===== src/rtl/msart_pkg.sv =====
// ----------------------------------------------------------------------------
// msart_pkg
// Shared types and constants for the disk-image track decoder: parse phases,
// error codes, the per-byte result record and the register map.
// ----------------------------------------------------------------------------
package msart_pkg;

	// Defaults for the top-level parameters
	localparam int MAX_SECTORS_DEF  = 24;
	localparam int SECTOR_BYTES_DEF = 512;

	// Run marker byte of the coded format
	localparam logic [7:0] RLE_MARK = 8'hE5;

	// Register map: one 32-bit register at byte address 0
	localparam int         PADDR_W     = 3;
	localparam int         PDATA_W     = 32;
	localparam int         SPT_W       = 5;
	localparam logic [SPT_W-1:0] SPT_RESET = 5'd9;
	localparam logic       REG_IDX_SPT = 1'b0;

	// Result field widths
	localparam int VALUE_W  = 8;
	localparam int OFFSET_W = 14;
	localparam int LENGTH_W = 14;

	// Parser phase
	typedef enum logic [2:0] {
		PH_HDR_HI = 3'd0,
		PH_HDR_LO = 3'd1,
		PH_RAW    = 3'd2,
		PH_IDLE   = 3'd3,
		PH_VALUE  = 3'd4,
		PH_CNT_HI = 3'd5,
		PH_CNT_LO = 3'd6,
		PH_DONE   = 3'd7
	} phase_t;

	// Error codes carried with the final item of a track
	typedef enum logic [2:0] {
		ERR_NONE      = 3'd0,
		ERR_TOO_BIG   = 3'd1,
		ERR_TRUNC     = 3'd2,
		ERR_RUN_OVF   = 3'd3,
		ERR_LIT_OVF   = 3'd4,
		ERR_SHORT     = 3'd5
	} err_t;

	// One result of the parser for one stored byte
	typedef struct packed {
		logic                emit;
		logic [VALUE_W-1:0]  value;
		logic [OFFSET_W-1:0] offset;
		logic [LENGTH_W-1:0] length;
		logic                last;
		err_t                err;
	} res_t;

endpackage


===== src/rtl/msart_parse.sv =====
// ----------------------------------------------------------------------------
// msart_parse
// Track record parser: holds the parse state and turns one stored byte into
// at most one write command, updating the state when the byte is consumed.
// ----------------------------------------------------------------------------
module msart_parse #(
	parameter int TRACK_W = 14
) (
	input  logic                         clk,
	input  logic                         arst_n,
	input  logic                         go,
	input  logic [7:0]                   byte_in,
	input  logic                         start_in,
	input  logic [TRACK_W-1:0]           want,
	output msart_pkg::res_t              res
);
	import msart_pkg::*;

	localparam int SUM_W = ((TRACK_W > 16) ? TRACK_W : 16) + 1;

	phase_t               phase_q;
	phase_t               phase_eff;
	phase_t               phase_nxt;
	logic [15:0]          packed_q;
	logic [15:0]          consumed_q;
	logic [TRACK_W-1:0]   pos_q;
	logic [7:0]           pend_q;
	logic [7:0]           cnt_hi_q;

	logic [15:0]          hdr_len;
	logic [15:0]          consumed_inc;
	logic [15:0]          cnt;
	logic [TRACK_W-1:0]   pos_inc;
	logic [SUM_W-1:0]     want_w;
	logic [SUM_W-1:0]     len_w;
	logic [SUM_W-1:0]     run_end_w;
	logic                 is_mark;
	logic                 full;
	logic                 mark_trunc;
	logic                 data_done;
	logic                 run_ovf;

	// Shared conditions of the current byte
	assign phase_eff    = start_in ? PH_HDR_HI : phase_q;
	assign hdr_len      = {packed_q[15:8], byte_in};
	assign consumed_inc = consumed_q + 16'd1;
	assign cnt          = {cnt_hi_q, byte_in};
	assign pos_inc      = pos_q + TRACK_W'(1);
	assign want_w       = SUM_W'(want);
	assign len_w        = SUM_W'(hdr_len);
	assign run_end_w    = SUM_W'(pos_q) + SUM_W'(cnt);
	assign is_mark      = (byte_in == RLE_MARK);
	assign full         = (pos_q >= want);
	assign mark_trunc   = (17'(consumed_inc) + 17'd3) > 17'(packed_q);
	assign data_done    = (consumed_inc >= packed_q);
	assign run_ovf      = (run_end_w > want_w);

	// Next phase
	always_comb begin
		phase_nxt = phase_eff;
		case (phase_eff)
			PH_HDR_HI: phase_nxt = PH_HDR_LO;
			PH_HDR_LO: begin
				if (len_w == want_w) begin
					phase_nxt = PH_RAW;
				end else if (len_w > want_w || hdr_len == 16'd0) begin
					phase_nxt = PH_DONE;
				end else begin
					phase_nxt = PH_IDLE;
				end
			end
			PH_RAW: begin
				if (full || pos_inc >= want) begin
					phase_nxt = PH_DONE;
				end
			end
			PH_IDLE: begin
				if (is_mark) begin
					phase_nxt = mark_trunc ? PH_DONE : PH_VALUE;
				end else if (full || data_done) begin
					phase_nxt = PH_DONE;
				end
			end
			PH_VALUE:  phase_nxt = PH_CNT_HI;
			PH_CNT_HI: phase_nxt = PH_CNT_LO;
			PH_CNT_LO: phase_nxt = (run_ovf || data_done) ? PH_DONE : PH_IDLE;
			PH_DONE:   phase_nxt = PH_DONE;
			default:   phase_nxt = PH_DONE;
		endcase
	end

	// Result of this byte
	always_comb begin
		res = '0;
		res.err = ERR_NONE;
		case (phase_eff)
			PH_HDR_LO: begin
				if (len_w != want_w && len_w > want_w) begin
					res.emit = 1'b1;
					res.last = 1'b1;
					res.err  = ERR_TOO_BIG;
				end else if (len_w != want_w && hdr_len == 16'd0) begin
					res.emit = 1'b1;
					res.last = 1'b1;
					res.err  = ERR_SHORT;
				end
			end
			PH_RAW: begin
				res.emit = 1'b1;
				if (full) begin
					res.last = 1'b1;
					res.err  = ERR_LIT_OVF;
				end else begin
					res.value  = byte_in;
					res.offset = OFFSET_W'(pos_q);
					res.length = LENGTH_W'(1);
					res.last   = (pos_inc >= want);
				end
			end
			PH_IDLE: begin
				if (is_mark) begin
					if (mark_trunc) begin
						res.emit = 1'b1;
						res.last = 1'b1;
						res.err  = ERR_TRUNC;
					end
				end else if (full) begin
					res.emit = 1'b1;
					res.last = 1'b1;
					res.err  = ERR_LIT_OVF;
				end else begin
					res.emit   = 1'b1;
					res.value  = byte_in;
					res.offset = OFFSET_W'(pos_q);
					res.length = LENGTH_W'(1);
					res.last   = data_done;
					res.err    = (data_done && pos_inc != want) ? ERR_SHORT : ERR_NONE;
				end
			end
			PH_CNT_LO: begin
				res.emit = 1'b1;
				if (run_ovf) begin
					res.last = 1'b1;
					res.err  = ERR_RUN_OVF;
				end else begin
					// A zero count gives an empty write
					if (cnt != 16'd0) begin
						res.value  = pend_q;
						res.offset = OFFSET_W'(pos_q);
					end
					res.length = LENGTH_W'(cnt);
					res.last   = data_done;
					res.err    = (data_done && run_end_w != want_w) ? ERR_SHORT : ERR_NONE;
				end
			end
			default: res = '0;
		endcase
	end

	// Advance the parse state on each consumed byte
	always_ff @(posedge clk or negedge arst_n) begin
		if (!arst_n) begin
			phase_q    <= PH_HDR_HI;
			packed_q   <= '0;
			consumed_q <= '0;
			pos_q      <= '0;
			pend_q     <= '0;
			cnt_hi_q   <= '0;
		end else if (go) begin
			phase_q <= phase_nxt;
			case (phase_eff)
				PH_HDR_HI: packed_q <= {byte_in, 8'h00};
				PH_HDR_LO: begin
					packed_q   <= hdr_len;
					consumed_q <= '0;
					pos_q      <= '0;
				end
				PH_RAW: begin
					if (!full) begin
						pos_q <= pos_inc;
					end
				end
				PH_IDLE: begin
					consumed_q <= consumed_inc;
					if (!is_mark && !full) begin
						pos_q <= pos_inc;
					end
				end
				PH_VALUE: begin
					consumed_q <= consumed_inc;
					pend_q     <= byte_in;
				end
				PH_CNT_HI: begin
					consumed_q <= consumed_inc;
					cnt_hi_q   <= byte_in;
				end
				PH_CNT_LO: begin
					consumed_q <= consumed_inc;
					if (!run_ovf) begin
						pos_q <= TRACK_W'(run_end_w);
					end
				end
				default: ;
			endcase
		end
	end

endmodule


===== src/rtl/msa_rle_track_decoder.sv =====
// ----------------------------------------------------------------------------
// msa_rle_track_decoder
// Disk-image track decoder: parses one stored track record byte by byte and
// issues buffer write commands, raw or run-length coded.
// ----------------------------------------------------------------------------
// Feed the stored bytes of a track record on the byte channel, with
// track_start high on the first header byte. The decoder takes one byte per
// clock and gives at most one write command per byte on the run channel,
// passing through the input register and then the result register; header
// and marker bytes give no command unless they end the record with an error.
// The byte channel stalls only while a finished command waits in the result
// register and the run channel stalls. track_end marks the last command of a
// record, carrying the error code; after it, bytes are dropped until the next
// track_start. Write sectors_per_track at address 0 only while the decoder is
// idle.
// ----------------------------------------------------------------------------
module msa_rle_track_decoder #(
	parameter int MAX_SECTORS_PER_TRACK = msart_pkg::MAX_SECTORS_DEF,
	parameter int SECTOR_BYTES          = msart_pkg::SECTOR_BYTES_DEF
) (
	input  logic                            clk,
	input  logic                            arst_n,
	// stored byte channel
	input  logic                            byte_valid,
	output logic                            byte_stall,
	input  logic [7:0]                      packed_byte,
	input  logic                            track_start,
	// write command channel
	output logic                            run_valid,
	input  logic                            run_stall,
	output logic [msart_pkg::VALUE_W-1:0]   run_value,
	output logic [msart_pkg::OFFSET_W-1:0]  run_offset,
	output logic [msart_pkg::LENGTH_W-1:0]  run_length,
	output logic                            track_end,
	output logic [2:0]                      error_code,
	// configuration port
	input  logic                            psel,
	input  logic                            penable,
	input  logic                            pwrite,
	input  logic [msart_pkg::PADDR_W-1:0]   paddr,
	input  logic [msart_pkg::PDATA_W-1:0]   pwdata,
	output logic [msart_pkg::PDATA_W-1:0]   prdata,
	output logic                            pready
);
	import msart_pkg::*;

	localparam int TRACK_W = $clog2(MAX_SECTORS_PER_TRACK * SECTOR_BYTES + 1);
	localparam int SECT_W  = $clog2(MAX_SECTORS_PER_TRACK + 1);
	localparam int CLAMP_W = (SECT_W > SPT_W) ? SECT_W : SPT_W;

	logic [SPT_W-1:0]     spt_q;
	logic [CLAMP_W-1:0]   spt_w;
	logic [CLAMP_W-1:0]   spt_c;
	logic [TRACK_W-1:0]   want;

	logic                 valid_s1;
	logic [7:0]           byte_s1;
	logic                 start_s1;
	logic                 out_free;
	logic                 go;
	logic                 accept;
	res_t                 res;

	logic                 run_valid_q;
	logic [VALUE_W-1:0]   value_q;
	logic [OFFSET_W-1:0]  offset_q;
	logic [LENGTH_W-1:0]  length_q;
	logic                 end_q;
	err_t                 err_q;

	// Configuration register
	assign pready = 1'b1;

	always_ff @(posedge clk or negedge arst_n) begin
		if (!arst_n) begin
			spt_q <= SPT_RESET;
		end else if (psel && penable && pwrite && paddr[2] == REG_IDX_SPT) begin
			spt_q <= pwdata[SPT_W-1:0];
		end
	end

	always_comb begin
		prdata = '0;
		if (paddr[2] == REG_IDX_SPT) begin
			prdata = PDATA_W'(spt_q);
		end
	end

	// Clamp the sector count and form the track size
	always_comb begin
		spt_w = CLAMP_W'(spt_q);
		spt_c = spt_w;
		if (spt_w == '0) begin
			spt_c = CLAMP_W'(1);
		end else if (spt_w > CLAMP_W'(MAX_SECTORS_PER_TRACK)) begin
			spt_c = CLAMP_W'(MAX_SECTORS_PER_TRACK);
		end
	end

	assign want = TRACK_W'(spt_c * SECTOR_BYTES);

	// Handshake: consume the held item when the result register can take it
	assign out_free   = !run_valid_q || !run_stall;
	assign go         = valid_s1 && out_free;
	assign byte_stall = valid_s1 && !out_free;
	assign accept     = byte_valid && !byte_stall;

	// Input register
	always_ff @(posedge clk or negedge arst_n) begin
		if (!arst_n) begin
			valid_s1 <= 1'b0;
		end else if (accept) begin
			valid_s1 <= 1'b1;
		end else if (go) begin
			valid_s1 <= 1'b0;
		end
	end

	always_ff @(posedge clk) begin
		if (accept) begin
			byte_s1  <= packed_byte;
			start_s1 <= track_start;
		end
	end

	msart_parse #(
		.TRACK_W (TRACK_W)
	) u_parse (
		.clk      (clk),
		.arst_n   (arst_n),
		.go       (go),
		.byte_in  (byte_s1),
		.start_in (start_s1),
		.want     (want),
		.res      (res)
	);

	// Result register: hold while stalled, load a new command when free
	always_ff @(posedge clk or negedge arst_n) begin
		if (!arst_n) begin
			run_valid_q <= 1'b0;
		end else if (out_free) begin
			run_valid_q <= go && res.emit;
		end
	end

	always_ff @(posedge clk) begin
		if (go && res.emit) begin
			value_q  <= res.value;
			offset_q <= res.offset;
			length_q <= res.length;
			end_q    <= res.last;
			err_q    <= res.err;
		end
	end

	assign run_valid  = run_valid_q;
	assign run_value  = value_q;
	assign run_offset = offset_q;
	assign run_length = length_q;
	assign track_end  = end_q;
	assign error_code = err_q;

endmodule


===== config.mk =====
export PLATFORM = sky130hd
export DESIGN_NAME = msa_rle_track_decoder
export DESIGN_NICKNAME = d
export VERILOG_FILES = /design/src/rtl/msart_pkg.sv /design/src/rtl/msart_parse.sv /design/src/rtl/msa_rle_track_decoder.sv
export SDC_FILE = /design/constraint.sdc
export NUM_CORES = 1
export LEC_CHECK = 0
export BUFFER_PORTS_ARGS = -buffer_cell sky130_fd_sc_hd__buf_2
export CORE_MARGIN = 2
export CORE_UTILIZATION = 40
export DETAILED_ROUTE_END_ITERATION = 12
export GPL_TIMING_DRIVEN = 0
export HOLD_SLACK_MARGIN = 0.02
export PLACE_DENSITY = 0.71
export SYNTH_ARGS = -nofsm -noshare
export SYNTH_HDL_FRONTEND = slang
export SYNTH_SLANG_ARGS = --single-unit

===== constraint.sdc =====
create_clock -name clk -period 6.05 [get_ports clk]
set_clock_uncertainty 0.2 [all_clocks]
set_input_delay 0.9075 -clock clk [delete_from_list [all_inputs] [get_ports clk]]
set_output_delay 0.9075 -clock clk [all_outputs]
set_load 0.01 [all_outputs]

## Word-level counts from Yosys, hierarchy flattened

Index checks and enable logic that the tools add are counted.

| storage, ports and cells | value |
|---|---|
| register bits | 121 |
| logic and storage cells | 125 |
| input port bits | 51 |
| output and inout bits | 75 |

| cells by class | value |
|---|---|
| muxes and demuxes | 41 |
| bitwise logic cells | 2 |
| reduce and logical (&&, ||, !) cells | 39 |
| add/sub/neg operators | 4 |
| eq/ne operators | 15 |
| order comparisons | 7 |

Operator list:

| operator | number |
|---|---|
| 2-to-1 mux 36 bit | 3 |
| one-hot mux 36 bit (3 select lines) | 1 |
| one-hot mux 16 bit (2 select lines) | 2 |
| one-hot mux 14 bit (4 select lines) | 1 |
| 2-to-1 mux 14 bit | 3 |
| 2-to-1 mux 3 bit | 10 |
| >= comparator 14 bit | 2 |
| 2-to-1 mux 4 bit | 6 |
| one-hot mux 3 bit (8 select lines) | 1 |
| 2-to-1 mux 22 bit | 1 |
| adder 14 x 16 -> 17 bit | 1 |
| adder 16 x 2 -> 17 bit, second input constant | 1 |
| greater-than comparator 17 x 14 -> 1 bit | 1 |
| greater-than comparator 17 x 16 -> 1 bit | 1 |
| != test 17 x 14 -> 1 bit | 1 |
| adder 16 x 1 -> 16 bit, second input constant | 1 |
| == test 16 x 14 -> 1 bit | 1 |
| >= comparator 16 bit | 1 |
| greater-than comparator 16 x 14 -> 1 bit | 1 |
| logical NOT 16 bit | 1 |
| != test 16 x 14 -> 1 bit | 1 |
| one-hot mux 4 bit (4 select lines) | 1 |
| nonzero test 16 bit | 1 |
| 2-to-1 mux 5 bit | 3 |
| other kinds (25) | 62 |

## Depth between registers and ports, before layout

Gate-level depths: netlist of run 1.

| logic depth | value |
|---|---|
| word-level depth | 9 |
| gate-level depth with buffers | 18 |
| mapped depth without buffers | 18 |

## Hierarchy

Synthesis of run 1 repeated with hierarchy kept, for this count alone.

| second synthesis, totals | value |
|---|---|
| cells, all modules | 961 |
| area, all modules | 9206.3 um^2 |

By module, submodules not included:

| module | times used | area each (um^2) | sequential area each (um^2) | cells each |
|---|---|---|---|---|
| msart_parse | 1 | 7130.6 | 1626.6 | 849 |
| msa_rle_track_decoder | 1 | 2075.7 | 1649.1 | 112 |

## Worst setup path before layout of run 1

No wires, ideal clock.

| timing path | value |
|---|---|
| kind | reg2reg |
| start point | reg u_parse.consumed_q[0] |
| end point | reg err_q[0] (netlist: error_code[0]) (enable) |
| path buffers | 0 |
| required time | 5.438 ns |
| setup slack | 0.640 ns |
| period minus slack after synthesis | 5.410 ns |
| stages on the path, launching flop included | 17 |
| setup time | 0.412 ns |
| arrival | 4.798 ns |
| path through | dfrtp_1 -> ha_1 -> nand2b_1 -> o21ai_1 -> a21oi_1 -> or4_4 -> a2111oi_4 -> nand3_1 -> xnor2_1 -> ha_1 -> and4_1 -> nand3_1 -> a21oi_1 -> a211oi_1 -> nor4_1 -> a311oi_1 -> a21boi_2 |

| on the way | value |
|---|---|
| word-level cells in the longest chain between the ends | 7 |

Ends and longest elaborated chain:

| what | RTL line | text |
|---|---|---|
| start: declaration | msart_parse.sv:25 | `logic [15:0] consumed_q;` |
| start signal: assignment | msart_parse.sv:184 | `consumed_q <= consumed_inc;` |
| start signal: assignment | msart_parse.sv:190 | `consumed_q <= consumed_inc;` |
| start signal: assignment | msart_parse.sv:194 | `consumed_q <= consumed_inc;` |
| adder 16 x 1 -> 16 bit | msart_parse.sv:46 | `assign consumed_inc = consumed_q + 16'd1;` |
| adder 16 x 2 -> 17 bit | msart_parse.sv:54 | `assign mark_trunc = (17'(consumed_inc) + 17'd3) > 17'(packed_q);` |
| greater-than comparator 17 x 16 -> 1 bit | msart_parse.sv:54 |  |
| 2-to-1 mux 1 bit | msart_parse.sv:122 | `if (mark_trunc) begin` |
| 2-to-1 mux 1 bit | msart_parse.sv:121 | `if (is_mark) begin` |
| one-hot mux 1 bit (3 select lines) | msart_parse.sv:96 | `case (phase_eff)` |
| logical AND 1 bit | msa_rle_track_decoder.sv:148 | `if (go && res.emit) begin` |
| end signal: assignment | msa_rle_track_decoder.sv:153 | `err_q <= res.err;` |
| end: declaration | msa_rle_track_decoder.sv:69 | `err_t err_q;` |

No other way between the ends.
A chain may end at the register's enable or synchronous reset.

## Worst setup path after layout of run 1

| timing path | value |
|---|---|
| start point | reg u_parse.consumed_q[0] |
| end point | reg run_valid_q (netlist: run_valid) |

| on the way | value |
|---|---|
| word-level cells in the longest chain between the ends | 7 |

Ends and longest elaborated chain:

| what | RTL line | text |
|---|---|---|
| adder 16 x 1 -> 16 bit | msart_parse.sv:46 |  |
| adder 16 x 2 -> 17 bit | msart_parse.sv:54 |  |
| greater-than comparator 17 x 16 -> 1 bit | msart_parse.sv:54 |  |
| 2-to-1 mux 1 bit | msart_parse.sv:122 |  |
| 2-to-1 mux 1 bit | msart_parse.sv:121 |  |
| one-hot mux 1 bit (3 select lines) | msart_parse.sv:96 |  |
| logical AND 1 bit | msa_rle_track_decoder.sv:143 | `run_valid_q <= go && res.emit;` |
| end signal: assignment | msa_rle_track_decoder.sv:143 |  |
| end: declaration | msa_rle_track_decoder.sv:64 | `logic run_valid_q;` |

No other way between the ends.

==> flow_summary.yaml, run 1 <==
outcome:
  outcome: "finished clean"
logic_synthesis:
  synth.distinct_cells: 79
  synth_edf_count: 49
  synth_largest_area_cell: "dfrtp_1"
  ys_ff_latch: 121
  synth_top_flop_cell: "dfrtp_1"
  syn_area_per_cell_um2: 9.748
  ys_warn_count: 0
  syn_area_um2: 8208
  yosysSeqAreaShare_pct: 39.91
  async_reset_ff_share_pct: 59.50
  netlist_top_cells_area: "dfrtp_1 21%, edfxtp_1 18%, ha_1 11%"
  synth_top_cell_area_share_pct: 21.34
  synthCells: 842
floorplan:
  start_util_pct: 40.69
  die_area_um2: 21680
  io_pins: 126
  core_area_um2: 20170
  die_w_um: 147.2
  die_y_um: 147.2
  core.rowCount: 52
critical_path:
  crit_path_start_kind: "flop"
  arrival_ns: 5.88
  crit_chain: "ha_1 -> nand2b_1 -> o21ai_1 -> a21oi_1 -> or4_4 -> a2111oi_4 -> nand3_1 -> xnor2_1 -> ha_1 -> and4_1 -> nand3_1 -> a21oi_1 -> a211oi_1 -> nor4_1 -> a311oi_1 -> a21boi_4 -> buf_16 -> a21o_1"
  r2r_start: "u_parse.consumed_q[0]$_DFFE_PN0P_"
  cp_max_fo: 23
  crit_path_end_kind: "flop"
  cp_slowest_cell: "a311oi_1"
  crit_path_max_incr_delay_ns: 0.89
  worstPathRequired_ns: 6.17
  r2r_slack_ns: 0.28
  rr_endpoint: "run_valid$_DFFE_PN0P_"
  r2r_cells: 18
  path_class: "flop to flop"
detailed_routing:
  post-route-drc-count: 0
  ant_nets: 0
  vias: 6630
  drtIter0Drc: 441
  wirelength_um: 20340
  routedWlPerCell_um: 16.40
  via_per_inst: 5.347
  dr.pass1.iters: 7
clocking:
  cts_tree: "built"
  hold_buffers: 0
  clk_pin_slew_ns: 0.06
  numCtsBuffers: 17
  htreeDepth: 4
  worstSkewPairLatency_ns: 0.43
  ctsResizeCount: 0
  cts_root_buffer: "clkbuf_16"
  post_cts_buffers: 0
  cts_sinks: 121
  cts_buffer_depth: 2
power_and_ir_drop:
  power-per-cell-area_nw_per_um2: 360.0
  power.leakage_uw: 0.004268
  vdd.ir_drop.worst_v: 0.0002261
  fin_total_pwr_uw: 3471
place:
  gp_congestion: 0.9030
  dpl-instance-area_um2: 9049
  portBuffers: 68
  dp.cells: 1208
  hpwlAfterDp_um: 14870
timing:
  rsz0062_at_grt: "no"
  holdWs_ns: 0.1327
  setup_violations: 0
  max_freq_mhz: 173.4
  relSlewSlack_pct: 10.34
  tightest_slew_ns: 1.335
  final.min_clock_period_ns: 5.766
  hold_viol_final: 0
  final.setup.tns_ns: 0
  post-route-period-util_pct: 95.30
  slew_violations: 0
global_route:
  antenna_found_initial: 0
  grt_util_all_layers_pct: 19.05
  grt_overflow: 0
  grt_max_degree: 60
  grt_pass1_vias: 6459
  grt_first_pass_wirelength_um: 32790
final_layout:
  drive_gt1_share_pct: 18.45
  multi_input_area_um2: 4534
  register_area_um2: 3276
  instances_no_fill: 1240
  final_cell_mix: "86 x nand2_1, 71 x ha_1, 70 x buf_2, 70 x dfrtp_1, 63 x o21ai_0"
  diodes: 0
  layout_commonest_cell: "nand2_1"
  nNetsFinal: 1080
  final_area_um2: 9641
  area_growth_pct: 17.45
  nFillCells: 1939
hold_path:
  holdCritPathClass: "input pin to asynchronous set/reset pin"
flow_run:
  drv_cap: 0
per-layer routing:
layer	part of all wire, %	vias to the layer above	global-route usage, %
met3	4.8	24	4.006
met4	1.4	0	5.481
li1	-	3250	-
met2	51	177	33.18
met5	0	-	0
met1	43	3179	23.92
registers in the layout (all words and copies together) (netlist names):
signal and flops:
byte_s1 8, error_code 3, run_length 14, run_offset 14, run_valid 1, run_value 8
spt_q 5, start_s1 1, track_end 1, u_parse.cnt_hi_q 8, u_parse.consumed_q 16, u_parse.packed_q 16
u_parse.pend_q 8, u_parse.phase_q 3, u_parse.pos_q 14, valid_s1 1
metrics by stage:
| step | setup slack (ns) | util (%) |
|---|---|---|
| 5_1_grt | 0.005540 | 47.80 |
| 3_5_place_dp | 0.3294 | 44.86 |
| 4_1_cts | 0.3023 | 47.80 |
| 2_1_floorplan | 0.6405 | - |
| 6_report | 0.2843 | 47.80 |
| 3_3_place_gp | -0.5829 | 44.54 |
where the power goes:
group / switching [uW] / leakage [uW] / total [uW] / internal [uW]
combinational: 758 / 0.00257 / 1260 / 499
clock: 418 / 0.000282 / 1040 / 617
sequential: 141 / 0.00142 / 1180 / 1040
how the worst max path moves through the flow:
stage / depth (start not counted) / to / start
after global placement: 16 / run_offset[1]$_DFFE_PP_ / u_parse.consumed_q[0]$_DFFE_PN0P_
after floorplan: 16 / error_code[0]$_DFFE_PP_ / u_parse.consumed_q[0]$_DFFE_PN0P_
after global routing: 18 / run_valid$_DFFE_PN0P_ / u_parse.consumed_q[0]$_DFFE_PN0P_
after CTS: 17 / run_value[6]$_DFFE_PP_ / u_parse.consumed_q[0]$_DFFE_PN0P_
final: 18 / run_valid$_DFFE_PN0P_ / u_parse.consumed_q[0]$_DFFE_PN0P_
after detailed placement: 17 / run_value[5]$_DFFE_PP_ / u_parse.consumed_q[0]$_DFFE_PN0P_
kinds of logic (layout without fill, tap and decap cells):
| group | Yosys count | in the layout | synth area share [%] |
|---|---|---|---|
| multiplexers | 27 | 27 | 3.643 |
| AND/OR/NAND/NOR | 279 | 279 | 17.68 |
| AO/OA/AOI/OAI | 194 | 194 | 16.68 |
| other | 2 | 28 | 0.09150 |
| flip-flops | 121 | 121 | 39.91 |
| XOR/XNOR | 45 | 45 | 4.802 |
| adder cells (fa/ha/maj) | 72 | 72 | 11.07 |
| buffers and inverters | 102 | 204 | 6.128 |
cells in the mapped netlist (6+ instances only):
master,instances
a21o_1,11
a21oi_1,34
a221o_1,7
a32o_1,9
and2_1,23
and3_1,8
and4_1,6
buf_4,29
clkbuf_1,23
dfrtp_1,70
edfxtp_1,49
ha_1,71
inv_1,46
mux2_2,23
nand2_1,86
nand2b_1,9
nand3_1,23
nand4_1,8
nor2_1,43
nor2b_1,18
nor3_1,22
nor4_1,7
o211ai_1,6
o21a_1,8
o21ai_0,63
o31ai_1,9
xnor2_1,30
xor2_1,15
final cells by class:
type	instances	area share (%)
Multi-Input combinational cell	645	47.03
Sequential cell	121	33.98
Clock buffer	18	4.452
Timing Repair Buffer	70	4.127
Tap cell	270	3.504
Buffer	56	3.426
Inverter	46	1.791
Clock inverter	14	1.687
critical path, delay by kind of cell (launching register included):
family	cells	cell delay [ns]
simple gates	6	1.36
buf+inv	1	0.30
compound gates	8	2.47
flops	1	0.50
fa+ha+maj	2	0.64
xor+xnor	1	0.16
No activity file was read; power rests on OpenSTA's default activity.
==> inputs of run 2 (changes only) <==
==> constraint.sdc (replaced) <==
create_clock -name clk -period 6.05 [get_ports clk]
set_clock_uncertainty 0.2 [all_clocks]
set_input_delay 0.605 -clock clk [delete_from_list [all_inputs] [get_ports clk]]
set_output_delay 0.605 -clock clk [all_outputs]
set_load 0.01 [all_outputs]
==> run 2 against run 1 <==
Die area is the same. Final cell count is essentially flat. Final area grew 0.10%. Flip-flop and latch count is the same. Clock-buffer cell count is the same. Fmax grew 0.64%. Sequential share of layout area is essentially flat. Largest power group unchanged. Non-clock buffer count grew 1. Critical path depth is the same. Wire length shrank 0.14%. Critical endpoint unchanged. Setup slack gained 0.037 ns.
==> flow_summary.yaml, run 2 (synthesis gave the netlist of run 1 again) <==
detailed_routing:
  drtIter0Drc: 431
  vias: 6641
  ant_nets: 0
  via_per_inst: 5.351
  dr.pass1.iters: 6
  post-route-drc-count: 0
  wirelength_um: 20310
  routedWlPerCell_um: 16.36
clocking:
  hold_buffers: 1
  numCtsBuffers: 17
  cts_tree: "built"
  cts_root_buffer: "clkbuf_16"
  cts_buffer_depth: 2
  cts_sinks: 121
  htreeDepth: 4
  post_cts_buffers: 0
  worstSkewPairLatency_ns: 0.43
  ctsResizeCount: 0
  clk_pin_slew_ns: 0.06
critical_path:
  worstPathRequired_ns: 6.17
  r2r_start: "u_parse.consumed_q[0]$_DFFE_PN0P_"
  crit_path_start_kind: "flop"
  crit_path_end_kind: "flop"
  path_class: "flop to flop"
  critical_path.startpoint: "u_parse.consumed_q[0]$_DFFE_PN0P_"
  arrival_ns: 5.85
  cp_max_fo: 23
floorplan:
  core.rowCount: 52
  core_area_um2: 20170
  die_w_um: 147.2
  io_pins: 126
  start_util_pct: 40.69
  die_y_um: 147.2
  die_area_um2: 21680
global_route:
  grt_first_pass_wirelength_um: 32790
  grt_overflow: 0
  grt_max_degree: 60
  grt_pass1_vias: 6459
  antenna_found_initial: 0
  grt_util_all_layers_pct: 19.05
power_and_ir_drop:
  power.internal_uw: 2155
  vdd.ir_drop.worst_v: 0.0002264
  sequentialPowerShare_pct: 33.9
  p_switching_uw: 1316
  power.leakage_uw: 0.004272
  swShare_pct: 37.91
  combPwrFrac_pct: 36.2
  power-per-cell-area_nw_per_um2: 359.6
  p_clk_share_pct: 29.8
timing:
  holdWs_ns: 0.1503
  rsz0062_at_grt: "no"
  max_freq_mhz: 174.6
  tightest_slew_ns: 1.365
  slew_violations: 0
  hold_viol_final: 0
  setup_violations: 0
  final.setup.tns_ns: 0
  final.min_clock_period_ns: 5.729
  post-route-period-util_pct: 94.69
  relSlewSlack_pct: 8.296
outcome:
  outcome: "finished clean"
final_layout:
  nNetsFinal: 1081
  diodes: 0
  layout_commonest_cell: "nand2_1"
  drive_gt1_share_pct: 18.43
  area_growth_pct: 17.58
  largestRegisters: "u_parse.consumed_q (16), u_parse.packed_q (16)"
  final_cell_mix: "86 x nand2_1, 71 x ha_1, 70 x buf_2, 70 x dfrtp_1, 63 x o21ai_0"
  nFillCells: 1938
hold_path:
  hp-start: "packed_byte[3]"
  holdCritPathClass: "input pin to flop"
flow_run:
  drv_cap: 0
place:
  hpwlAfterDp_um: 14870
  gp_congestion: 0.9030
  portBuffers: 68
-- run 2: cell count changes in the layout (fill, tap and decap cells not counted) --
cell           change
dlygate4sd3_1      +1
-- run 2: final cells by class --
cell class	count	area (um2)	area share, %
buffer	56	330.3	3.423
clock buffer	18	429.2	4.447
clock inverter	14	162.7	1.685
inverter	46	172.7	1.789
multi-input combinational	645	4534	46.99
sequential	121	3276	33.94
tap	270	337.8	3.501
timing repair buffer	71	407.9	4.227
-- run 2: per-layer routing --
metal	global-route usage [%]	part of all wire, %	up-vias
li1	-	-	3254
met2	33.18	51	172
met5	0	0	-
met1	23.94	43	3188
met4	5.481	1.5	0
met3	3.975	5.1	27
-- run 2: per-stage QoR --
stage | instances | total power (uW) | utilization, % | setup WS, ns | area, um2
2_1_floorplan | 868 | 2048 | - | 0.6405 | 8305
3_3_place_gp | 1206 | 2383 | 44.54 | -0.5829 | 8984
3_5_place_dp | 1208 | 2435 | 44.86 | 0.3294 | 9049
4_1_cts | 1241 | 3480 | 47.85 | 0.3023 | 9651
5_1_grt | 1241 | 3688 | 47.85 | 0.005540 | 9651
6_report | 1241 | 3470 | 47.85 | 0.3211 | 9651
-- run 2: final timing paths --
path | endpoint | slack (ns) | cells after the start
worst max-delay path | run_valid$_DFFE_PN0P_ | 0.32 | 18
worst min-delay path | byte_s1[3]$_DFFE_PP_ | 0.15 | 1
worst max register to register | run_valid$_DFFE_PN0P_ | 0.32 | 18
worst min register to register | u_parse.packed_q[6]$_DFFE_PN0P_ | 0.29 | 2
max in group asynchronous | spt_q[3]$_DFFE_PN1P_ | 4.64 | 3
min in group asynchronous | u_parse.consumed_q[3]$_DFFE_PN0P_ | 0.38 | 2
-- run 2: power by group through the flow --
stage          clock [uW]  combinational [uW]  sequential [uW]
6_report             1030                1260             1180
3_3_place_gp            0                1200             1190
3_5_place_dp            0                1240             1190
2_1_floorplan           0                 883             1170
5_1_grt              1080                1410             1200
4_1_cts              1050                1250             1180
-- run 2: critical path, stage by stage (launching register included) --
cell and delay, ns:
dfrtp_1 0.50, ha_1 0.35, nand2b_1 0.19, o21ai_1 0.14
a21oi_1 0.13, or4_4 0.55, a2111oi_4 0.45, nand3_1 0.14
xnor2_1 0.16, ha_1 0.29, and4_1 0.25, nand3_1 0.12
a21oi_1 0.07, a211oi_1 0.23, nor4_1 0.11, a311oi_1 0.87
a21boi_4 0.39, buf_16 0.29, a21o_1 0.16
